File: config.mk
export PLATFORM = sky130hd
export DESIGN_NAME = pid_servo_angle_controller_unit
export DESIGN_NICKNAME = d
export VERILOG_FILES = /design/src/rtl/pidsac_pkg.sv /design/src/rtl/pid_servo_angle_controller_unit.sv
export SDC_FILE = /design/constraint.sdc
export NUM_CORES = 2
export LEC_CHECK = 0
export BUFFER_PORTS_ARGS = -buffer_cell sky130_fd_sc_hd__buf_4
export CELL_PAD_IN_SITES_DETAIL_PLACEMENT = 0
export CELL_PAD_IN_SITES_GLOBAL_PLACEMENT = 1
export CORE_MARGIN = 2
export CORE_UTILIZATION = 57
export CTS_CLUSTER_SIZE = 8
export DETAILED_ROUTE_END_ITERATION = 6
export HOLD_SLACK_MARGIN = 0.1
export PLACE_DENSITY = 0.9
export SLEW_MARGIN = 25
export SYNTH_ARGS = -nofsm -noshare
export SYNTH_HDL_FRONTEND = slang
export SYNTH_SLANG_ARGS = --single-unit
File: constraint.sdc
create_clock -name clk -period 28.2 [get_ports clk]
set_input_delay 4.23 -clock clk [delete_from_list [all_inputs] [get_ports clk]]
set_output_delay 4.23 -clock clk [all_outputs]
set_load 0.005 [all_outputs]
File: src/rtl/pidsac_pkg.sv
// Shared constants and types for the PID servo angle controller.
package pidsac_pkg;

  // Integral accumulator width (signed, saturating).
  localparam int INTEG_W = 32;

  // Config register fields.
  localparam int DIST_W = 10;
  localparam int GAIN_W = 12;
  localparam int CFG_ADDR_W = 3;
  localparam int CFG_DATA_W = 12;

  // Stream fields.
  localparam int SAMPLE_W = 16;
  localparam int ERR_W = 11;
  localparam int DERIV_W = 12;
  localparam int ANGLE_W = 8;
  localparam int IN_TDATA_W = 16;
  localparam int OUT_TDATA_W = 24;

  // Common unit is 1/20000000; P and D terms carry 0.001 units, so scale by 20000.
  localparam longint SCALE_DEN = 64'sd20000000;
  localparam longint PD_SCALE = 64'sd20000;
  localparam int CENTER_ANGLE = 90;
  localparam int MAX_ANGLE = 180;

  // Pre-scaled gain width: 4095 * 20000 < 2**27.
  localparam int KS_W = 27;

  // Sum width: widest product plus headroom for the four-way add.
  localparam int PROD_MAX_W = (INTEG_W + GAIN_W > 40) ? INTEG_W + GAIN_W : 40;
  localparam int SUM_W = PROD_MAX_W + 2;

  localparam logic signed [SUM_W-1:0] SUM_CENTER =
    SUM_W'(longint'(CENTER_ANGLE) * SCALE_DEN);
  // Angle in range iff -SCALE_DEN < sum < (MAX_ANGLE + 1) * SCALE_DEN.
  localparam logic signed [SUM_W-1:0] SUM_LOW = SUM_W'(-SCALE_DEN);
  localparam logic signed [SUM_W-1:0] SUM_HIGH =
    SUM_W'(longint'(MAX_ANGLE + 1) * SCALE_DEN);

  // Quotient by 20000000 = 2**8 * 78125: shift, then reciprocal multiply.
  localparam int NQ_W = 32;
  localparam int NQ_SHIFT = 8;
  localparam int RECIP_W = NQ_W - NQ_SHIFT;
  localparam int RECIP_SHIFT = 40;
  localparam int QPROD_W = 2 * RECIP_W;
  localparam logic [RECIP_W-1:0] RECIP_M = RECIP_W'(14073749);

  localparam logic [ANGLE_W-1:0] ANGLE_CENTER = ANGLE_W'(CENTER_ANGLE);

  localparam logic [DIST_W-1:0] TARGET_RST = DIST_W'(160);
  localparam logic [DIST_W-1:0] RANGE_RST = DIST_W'(240);

  typedef enum logic [CFG_ADDR_W-1:0] {
    REG_TARGET_DISTANCE = 3'd0,
    REG_RANGE_LIMIT     = 3'd1,
    REG_PROP_GAIN       = 3'd2,
    REG_DERIV_GAIN      = 3'd3,
    REG_INTEG_GAIN      = 3'd4
  } cfg_reg_t;

endpackage

File: src/rtl/pid_servo_angle_controller_unit.sv
// Top level of the PID servo angle controller: five-stage streaming pipeline.
//
//  channel | dir | payload                                   | handshake
//  --------+-----+-------------------------------------------+-----------------
//  in_     | in  | tdata: distance_sample; tuser: timed_out  | tvalid / tready
//  out_    | out | tdata: servo_angle, error_value; tuser: fb| tvalid / tready
//  cfg_    | in  | we, addr (register index), wdata          | write on we
//
// One word is taken per cycle unless out_tready holds the flow; each word passes through
// the input register, error/integral, gain products and sum, range check, and the
// reciprocal multiply into the output register.
// Each stage loads when it is empty or its word moves on: bubbles close up, and
// with out_tready low the input stalls only once all five stages are full.
// rst_n (synchronous) clears valid bits and controller state, loads the defaults.
module pid_servo_angle_controller_unit
  import pidsac_pkg::*;
(
  input  logic                    clk,
  input  logic                    rst_n,
  // cfg port
  input  logic                    cfg_we,
  input  logic [CFG_ADDR_W-1:0]   cfg_addr,
  input  logic [CFG_DATA_W-1:0]   cfg_wdata,
  // input stream
  input  logic                    in_tvalid,
  output logic                    in_tready,
  input  logic [IN_TDATA_W-1:0]   in_tdata,   // [15:0] distance_sample
  input  logic [0:0]              in_tuser,   // [0] timed_out
  // result stream
  output logic                    out_tvalid,
  input  logic                    out_tready,
  output logic [OUT_TDATA_W-1:0]  out_tdata,  // [7:0] servo_angle, [18:8] error_value
  output logic [0:0]              out_tuser   // [0] fell_back
);

  // ---------------------------------------------------------------------------
  // Configuration registers. Gains for P and D are held pre-scaled by 20000
  // so that each term needs a single multiply in the datapath.
  // ---------------------------------------------------------------------------
  logic [DIST_W-1:0]         target_r, target_nxt;
  logic [DIST_W-1:0]         range_r, range_nxt;
  logic [KS_W-1:0]           kp_s_r, kp_s_nxt;
  logic [KS_W-1:0]           kd_s_r, kd_s_nxt;
  logic signed [GAIN_W-1:0]  ki_r, ki_nxt;

  always_comb begin
    target_nxt = target_r;
    range_nxt  = range_r;
    kp_s_nxt   = kp_s_r;
    kd_s_nxt   = kd_s_r;
    ki_nxt     = ki_r;
    if (cfg_we) begin
      unique case (cfg_addr)
        REG_TARGET_DISTANCE: target_nxt = cfg_wdata[DIST_W-1:0];
        REG_RANGE_LIMIT:     range_nxt  = cfg_wdata[DIST_W-1:0];
        REG_PROP_GAIN:       kp_s_nxt   = KS_W'(cfg_wdata[GAIN_W-1:0]) * KS_W'(PD_SCALE);
        REG_DERIV_GAIN:      kd_s_nxt   = KS_W'(cfg_wdata[GAIN_W-1:0]) * KS_W'(PD_SCALE);
        REG_INTEG_GAIN:      ki_nxt     = $signed(cfg_wdata[GAIN_W-1:0]);
        default: ;  // drop writes to unused indexes
      endcase
    end
  end

  always_ff @(posedge clk) begin
    if (!rst_n) begin
      target_r <= TARGET_RST;
      range_r  <= RANGE_RST;
      kp_s_r   <= '0;
      kd_s_r   <= '0;
      ki_r     <= '0;
    end else begin
      target_r <= target_nxt;
      range_r  <= range_nxt;
      kp_s_r   <= kp_s_nxt;
      kd_s_r   <= kd_s_nxt;
      ki_r     <= ki_nxt;
    end
  end

  // ---------------------------------------------------------------------------
  // Pipeline flow control: a stage loads when it is empty or its contents move on.
  // ---------------------------------------------------------------------------
  logic v0_r, v1_r, v2_r, v3_r, vo_r;
  logic go0, go1, go2, go3, go_o;

  assign go_o = !vo_r || out_tready;
  assign go3  = !v3_r || go_o;
  assign go2  = !v2_r || go3;
  assign go1  = !v1_r || go2;
  assign go0  = !v0_r || go1;
  assign in_tready = go0;

  always_ff @(posedge clk) begin
    if (!rst_n) begin
      v0_r <= 1'b0;
      v1_r <= 1'b0;
      v2_r <= 1'b0;
      v3_r <= 1'b0;
      vo_r <= 1'b0;
    end else begin
      if (go0)  v0_r <= in_tvalid;
      if (go1)  v1_r <= v0_r;
      if (go2)  v2_r <= v1_r;
      if (go3)  v3_r <= v2_r;
      if (go_o) vo_r <= v3_r;
    end
  end

  // ---------------------------------------------------------------------------
  // Stage 0: input register.
  // ---------------------------------------------------------------------------
  logic [SAMPLE_W-1:0] sample0_r;
  logic                tmo0_r;

  always_ff @(posedge clk) begin
    if (go0) begin
      sample0_r <= in_tdata[SAMPLE_W-1:0];
      tmo0_r    <= in_tuser[0];
    end
  end

  // ---------------------------------------------------------------------------
  // Stage 1: qualify the sample, form error and derivative, update the
  // saturating integral. Controller state advances only on a real word.
  // ---------------------------------------------------------------------------
  logic [DIST_W-1:0]          qual_sample;
  logic signed [ERR_W-1:0]    err_c;
  logic signed [DERIV_W-1:0]  deriv_c;
  logic signed [INTEG_W:0]    isum_c;
  logic signed [INTEG_W-1:0]  integ_c;

  logic signed [ERR_W-1:0]    prev_err_r;
  logic signed [INTEG_W-1:0]  integ_r;

  logic signed [ERR_W-1:0]    err1_r;
  logic signed [DERIV_W-1:0]  deriv1_r;
  logic signed [INTEG_W-1:0]  integ1_r;

  always_comb begin
    // Timed-out or over-range samples count as zero distance.
    if (tmo0_r || (sample0_r > SAMPLE_W'(range_r))) begin
      qual_sample = '0;
    end else begin
      qual_sample = sample0_r[DIST_W-1:0];
    end
    err_c   = $signed({1'b0, qual_sample}) - $signed({1'b0, target_r});
    deriv_c = DERIV_W'(err_c) - DERIV_W'(prev_err_r);
    isum_c  = (INTEG_W+1)'(integ_r) + (INTEG_W+1)'(err_c);
    // Clamp to the signed limits instead of wrapping.
    if (isum_c[INTEG_W] != isum_c[INTEG_W-1]) begin
      integ_c = {isum_c[INTEG_W], {(INTEG_W-1){~isum_c[INTEG_W]}}};
    end else begin
      integ_c = isum_c[INTEG_W-1:0];
    end
  end

  always_ff @(posedge clk) begin
    if (!rst_n) begin
      prev_err_r <= '0;
      integ_r    <= '0;
    end else if (v0_r && go1) begin
      prev_err_r <= err_c;
      integ_r    <= integ_c;
    end
  end

  always_ff @(posedge clk) begin
    if (go1) begin
      err1_r   <= err_c;
      deriv1_r <= deriv_c;
      integ1_r <= integ_c;
    end
  end

  // ---------------------------------------------------------------------------
  // Stage 2: three gain products and the centred sum in units of 1/20000000.
  // ---------------------------------------------------------------------------
  logic signed [SUM_W-1:0] p_term, d_term, i_term, sum_c;
  logic signed [SUM_W-1:0] sum2_r;
  logic signed [ERR_W-1:0] err2_r;

  always_comb begin
    p_term = SUM_W'($signed({1'b0, kp_s_r})) * SUM_W'(err1_r);
    d_term = SUM_W'($signed({1'b0, kd_s_r})) * SUM_W'(deriv1_r);
    i_term = SUM_W'(ki_r) * SUM_W'(integ1_r);
    sum_c  = SUM_CENTER + p_term + d_term + i_term;
  end

  always_ff @(posedge clk) begin
    if (go2) begin
      sum2_r <= sum_c;
      err2_r <= err1_r;
    end
  end

  // ---------------------------------------------------------------------------
  // Stage 3: range check. Sums just below zero truncate to angle 0, so
  // they pass with a zero numerator.
  // ---------------------------------------------------------------------------
  logic                    in_rng_c;
  logic [NQ_W-1:0]         nq_c;
  logic [NQ_W-1:0]         nq3_r;
  logic                    fb3_r;
  logic signed [ERR_W-1:0] err3_r;

  always_comb begin
    in_rng_c = (sum2_r > SUM_LOW) && (sum2_r < SUM_HIGH);
    if (in_rng_c && !sum2_r[SUM_W-1]) begin
      nq_c = sum2_r[NQ_W-1:0];
    end else begin
      nq_c = '0;
    end
  end

  always_ff @(posedge clk) begin
    if (go3) begin
      nq3_r  <= nq_c;
      fb3_r  <= !in_rng_c;
      err3_r <= err2_r;
    end
  end

  // ---------------------------------------------------------------------------
  // Output stage: divide by 20000000 as a shift by 8 and a reciprocal
  // multiply by 78125, exact over the in-range numerators.
  // ---------------------------------------------------------------------------
  logic [QPROD_W-1:0]      qprod_c;
  logic [ANGLE_W-1:0]      angle_c;
  logic [ANGLE_W-1:0]      angle_r;
  logic                    fb_r;
  logic signed [ERR_W-1:0] erro_r;

  always_comb begin
    qprod_c = QPROD_W'(nq3_r[NQ_W-1:NQ_SHIFT]) * QPROD_W'(RECIP_M);
    angle_c = fb3_r ? ANGLE_CENTER : qprod_c[RECIP_SHIFT +: ANGLE_W];
  end

  always_ff @(posedge clk) begin
    if (go_o) begin
      angle_r <= angle_c;
      fb_r    <= fb3_r;
      erro_r  <= err3_r;
    end
  end

  assign out_tvalid = vo_r;
  assign out_tdata  = {(OUT_TDATA_W - ANGLE_W - ERR_W)'(0), erro_r, angle_r};
  assign out_tuser  = fb_r;

endmodule
; ---- Word-level counts from Yosys, hierarchy flattened
; Index checks and enable logic that the tools add are counted.
[word_totals]
regBits = 317
latch_bits = 0
ramBits = 0
romBits = 0
output_inout_bits = 27
elab_cells = 69
memories = 0
[op_classes]
addsub = 6
multipliers = 5
div_mod_pow = 0
magnitude_cmp = 3
eq_ne = 5
shifts = 0
muxes = 2
bitwise = 1
reduce_logical = 22
[op_table]
columns = cell, n
row1 = $mul A24 B24 Y48 const B, 1
row2 = $gt A46 B26 Y1 const B, 1
row3 = $lt A46 B33 Y1 const B, 1
row4 = $add A41 B44 Y45, 1
row5 = $mul A12 B32 Y44, 1
row6 = $add A40 B40 Y41, 1
row7 = $add A32 B39 Y40 const A, 1
row8 = $mul A23 B12 Y35, 1
row9 = $mul A23 B11 Y34, 1
row10 = $add A32 B11 Y33, 1
row11 = $mux W32, 1
row12 = $mul A12 B10 Y22 const B, 1
row13 = $gt A16 B10 Y1, 1
row14 = $sub A11 B11 Y12, 1
row15 = $sub A10 B10 Y11, 1
row16 = $mux W10, 1
row17 = $reduce_and A2 Y1, 5
row18 = $logic_not A1 Y1, 7
row19 = $eq A3 B2 Y1 const B, 2
row20 = $logic_or A1 B1 Y1, 6
row21 = $eq A3 B1 Y1 const B, 1
row22 = $eq A3 B3 Y1 const B, 1
row23 = $logic_and A1 B1 Y1, 3
row24 = $logic_not A3 Y1, 1
row25 = other kinds (2), 2

; ---- Depth between registers and ports, before layout
[depth]
ltp_word = 7
ltp_mapped = 44
mapped_depth_nobuf = 43

; ---- Worst setup path before layout
; Ideal clock, no wire load.
[synth_timing]
path_kind = input to output
start = input out_tready
end = output in_tready
t_arrival_ns = 6.474
t_required_ns = 23.970
slack_ns = 17.496
path_stages = 5
n_path_buf = 0
cell_sequence = nor2b_1 -> and2_1 -> nand2_1 -> nor2_1 -> nand2_1
[synth_between]
elab_chain_cells = 5
[synth_rtl]
columns = item, line_no
row1 = "start, declared", pid_servo_angle_controller_unit.sv:31  ; input logic out_tready,
row2 = $logic_or A1 B1 Y1, pid_servo_angle_controller_unit.sv:86  ; assign go_o = !vo_r || out_tready;
row3 = $logic_or A1 B1 Y1, pid_servo_angle_controller_unit.sv:87  ; assign go3 = !v3_r || go_o;
row4 = $logic_or A1 B1 Y1, pid_servo_angle_controller_unit.sv:88  ; assign go2 = !v2_r || go3;
row5 = named net go2, pid_servo_angle_controller_unit.sv:84  ; logic go0, go1, go2, go3, go_o;
row6 = $logic_or A1 B1 Y1, pid_servo_angle_controller_unit.sv:89  ; assign go1 = !v1_r || go2;
row7 = $logic_or A1 B1 Y1, pid_servo_angle_controller_unit.sv:90  ; assign go0 = !v0_r || go1;
row8 = "end, declared", pid_servo_angle_controller_unit.sv:26  ; output logic in_tready,
; The timed path passes the listed nets, and every way through them passes these cells.

; ---- Worst setup path in the final report
[layout_timing]
start = register err1_r[10]
end = register sum2_r[41] (data pin)
[layout_between]
elab_chain_cells = 4
[layout_rtl]
columns = item, line_no
row1 = "start, declared", pid_servo_angle_controller_unit.sv:135  ; logic signed [ERR_W-1:0] err1_r;
row2 = "start signal, assigned", pid_servo_angle_controller_unit.sv:169  ; err1_r <= err_c;
row3 = $mul A23 B11 Y34, pid_servo_angle_controller_unit.sv:183  ; p_term = SUM_W'($signed({1'b0, kp_s_r})) * SUM_W'(err1_r);
row4 = $add A32 B39 Y40, pid_servo_angle_controller_unit.sv:186  ; sum_c = SUM_CENTER + p_term + d_term + i_term;
row5 = $add A40 B40 Y41, pid_servo_angle_controller_unit.sv:186
row6 = $add A41 B44 Y45, pid_servo_angle_controller_unit.sv:186
row7 = named net sum_c[41], pid_servo_angle_controller_unit.sv:178  ; logic signed [SUM_W-1:0] p_term, d_term, i_term, sum_c;
row8 = "end signal, assigned", pid_servo_angle_controller_unit.sv:191  ; sum2_r <= sum_c;
row9 = "end, declared", pid_servo_angle_controller_unit.sv:179  ; logic signed [SUM_W-1:0] sum2_r;
; The timed path passes the listed nets, and every way through them passes these cells.
; A chain may end at the register's enable or synchronous reset.

==> results.yml <==
synthesis:
  synthArstFlopShare: 0
  yosys_warnings: 0
  synth_top_family_by_area: "adder cells"
  synth_edf_count: 184
  synthCells: 5941
  synth-simple-area-share: 0.1263
  yosysSeqAreaShare: 0.1402
  synth_compound_area_frac: 0.07473
  avgSynthCellArea_um2: 9.615
  synthAdderAreaFrac: 0.5271
  synthMuxAreaShare: 0.0006133
  synth-main-ff-cell: "edfxtp_1"
  synth-seq-cells: 308
  syn-cell-area_um2: 57120
  synthXorXnorAreaFrac: 0.02560
  ys_types: 84
timing:
  clock_skew_ns: 0.05417
  slew_violations: 0
  slew_headroom: 0.3050
  hold_violations: 0
  setup_tns_ns: 0
  rsz0062_at_grt: "no"
  hold_ws_ns: 0.4158
  final-setup-viol-count: 0
  worstMarginPinSlew_ns: 1.036
  max_freq_mhz: 86.13
  min_period_ns: 11.61
  min_period_over_period: 0.4117
layout:
  nNetsFinal: 7638
  mostFrequentLayoutCells: "inv_1, fa_1, nand2_1"
  seq_area_um2: 8008
  n_antenna_cell: 0
  multi_input_area_um2: 43120
  drive_gt1_frac: 0.03406
  final_cells: 7200
  fillerInstances: 8414
  design_area_um2: 60040
  area_delta_synth_final_pct: 5.099
  layout_commonest_cell: "inv_1"
routing:
  firstDrtPassIters: 6
  wl_mm: 143.1
  vias_per_cell: 5.480
  drcViolationCount: 0
  wl_per_cell_um: 19.88
  dr_total_vias: 39450
  drt_iter0_markers: 2403
  antenna_left: 0
die:
  start_util: 0.5729
  std_cell_rows: 116
  die_x_um: 320.6
  pin_count: 64
  die_y_um: 320.6
  core_area_um2: 99710
  die_area_um2: 102800
clocking:
  clock-sinks: 308
  clockBufferDepth: 3
  cts_htree_levels: 2
  postCtsSetupBuffers: 0
  cts_made_buffers: 48
  ctsResizeCount: 0
  clk_pin_slew_worst_paths_ns: 0.05
  cts_tree: "yes"
  hold_buffers: 0
  root_buffer: "clkbuf_16"
  clock_latency_ns: 0.62
global_routing:
  grt_pass1_wl_mm: 232.1
  grt_pass1_vias: 42350
  overflow: 0
  grt_antenna_before_repair: 2
  grt_max_degree: 76
  grt_usage: 0.2906
critical_path:
  slowest_stage: "edfxtp_1"
  startpoint_type: "register"
  rrSetupSlack_ns: 16.59
  reg2reg_to: "sum2_r[41]"
  rr_worst_depth: 40
  worstPathRequired_ns: 28.52
  endpoint_kind: "register"
  cp_common_cell: "fa_1"
  crit_type: "reg -> reg"
  critical_path.max_stage_delay_ns: 0.70
  reg2reg_from: "err1_r[10]"
  cp.arrival_ns: 11.93
  cp_max_fo: 14
worst_hold_path:
  holdPathStages: 0
  min_from: "err3_r[10]"
  hp-class: "reg -> reg"
  min_to: "erro_r[10]"
place:
  port_buffers: 58
  placedCellCount: 7112
  place_congestion: 0.9679
  placed_area_um2: 58510
  dp_hpwl_mm: 118.5
flow_run:
  drv_cap: 0
run_status:
  status: "finished, final reports clean"
[cell usage after synthesis, types with 9 or more instances]
| cell type | instances | area, um2 |
|---|---|---|
| a211oi_1 | 18 | 135.1 |
| a21boi_0 | 74 | 555.5 |
| a21o_1 | 92 | 690.7 |
| a21oi_1 | 150 | 750.7 |
| a21oi_2 | 23 | 201.4 |
| a31oi_1 | 15 | 93.84 |
| and2_1 | 374 | 2340 |
| and3_1 | 20 | 125.1 |
| buf_4 | 9 | 67.56 |
| clkbuf_1 | 198 | 743.2 |
| dfxtp_1 | 124 | 2482 |
| edfxtp_1 | 184 | 5525 |
| fa_1 | 1116 | 22340 |
| ha_1 | 621 | 7770 |
| inv_1 | 1368 | 5135 |
| nand2_1 | 778 | 2920 |
| nand2b_1 | 72 | 450.4 |
| nand3_1 | 32 | 160.2 |
| nand4_1 | 26 | 162.7 |
| nor2_1 | 112 | 420.4 |
| nor2b_1 | 22 | 137.6 |
| nor3_1 | 27 | 135.1 |
| nor4_1 | 11 | 68.82 |
| o211ai_1 | 18 | 135.1 |
| o21a_1 | 29 | 217.7 |
| o21ai_0 | 102 | 510.5 |
| o21bai_1 | 27 | 202.7 |
| o31ai_1 | 9 | 67.56 |
| xnor2_1 | 119 | 1042 |
| xor2_1 | 48 | 420.4 |
[how the worst max path moves through the flow]
stage / slack (ns) / startpoint / endpoint
3_3_place_gp: 16.94 / err1_r[10] / sum2_r[41]
3_5_place_dp: 16.79 / err1_r[10] / sum2_r[41]
4_1_cts: 16.70 / err1_r[10] / sum2_r[41]
5_1_grt: 16.06 / err1_r[10] / sum2_r[41]
6_report: 16.59 / err1_r[10] / sum2_r[41]
2_1_floorplan: 17.50 / out_tready / in_tready
[sequential cells by signal, indices dropped and copies added (netlist names), 8 cells and up]
register    count
err3_r         11
ki_r           12
kd_s_r         22
angle_r         8
integ_r        32
sum2_r         45
erro_r         11
nq3_r          24
kp_s_r         22
err2_r         11
err1_r         11
target_r       10
sample0_r      16
range_r        10
deriv1_r       12
integ1_r       32
prev_err_r     11
[metal layers]
layer / GRT usage / share of wire / wire length [um] / vias to the layer above
li1: - / - / - / 18020
met1: 0.3750 / 0.41 / 58650 / 20010
met2: 0.4965 / 0.49 / 70030 / 1162
met3: 0.04414 / 0.059 / 8473 / 263
met4: 0.1079 / 0.042 / 5962 / 2
met5: 0 / 0.000084 / 12 / -
[kinds of logic (layout without fill, tap and decap cells)]
group / after synthesis / count (layout)
DFF: 308 / 308
and+or+nand+nor: 1514 / 1514
AOI/OAI and AO/OA: 629 / 629
xor gates and xnor gates: 167 / 167
other: 1 / 5
adders and majority gates: 1737 / 1737
muxes: 3 / 3
buffers and inverters: 1582 / 1539
[worst max-delay path, delay by kind of cell, from the launching register on]
| kind | cells | cell delay (ns) |
|---|---|---|
| xor+xnor | 2 | 0.22 |
| flops | 1 | 0.70 |
| compound gates | 10 | 2.05 |
| fa+ha+maj | 13 | 6.15 |
| buf+inv | 8 | 0.81 |
| simple gates | 7 | 1.35 |
[cell type report]
type                       instances  area share
timing repair buffer              83     0.01038
clock buffer                      77     0.02215
clock inverter                    11    0.003272
tap                             1298     0.02705
sequential                       308      0.1334
multi-input combinational       4055      0.7182
inverter                        1368     0.08553
[through the flow]
step                  util  setup WS, ns
floorplan                -         17.50
global placement    0.5868         16.94
detailed placement  0.5868         16.79
CTS                 0.6021         16.70
global route        0.6021         16.06
finish              0.6021         16.59
Power is left out: the tool's default activity adds up to more than one toggle a clock period on the data nets, which glitch-free logic cannot reach.
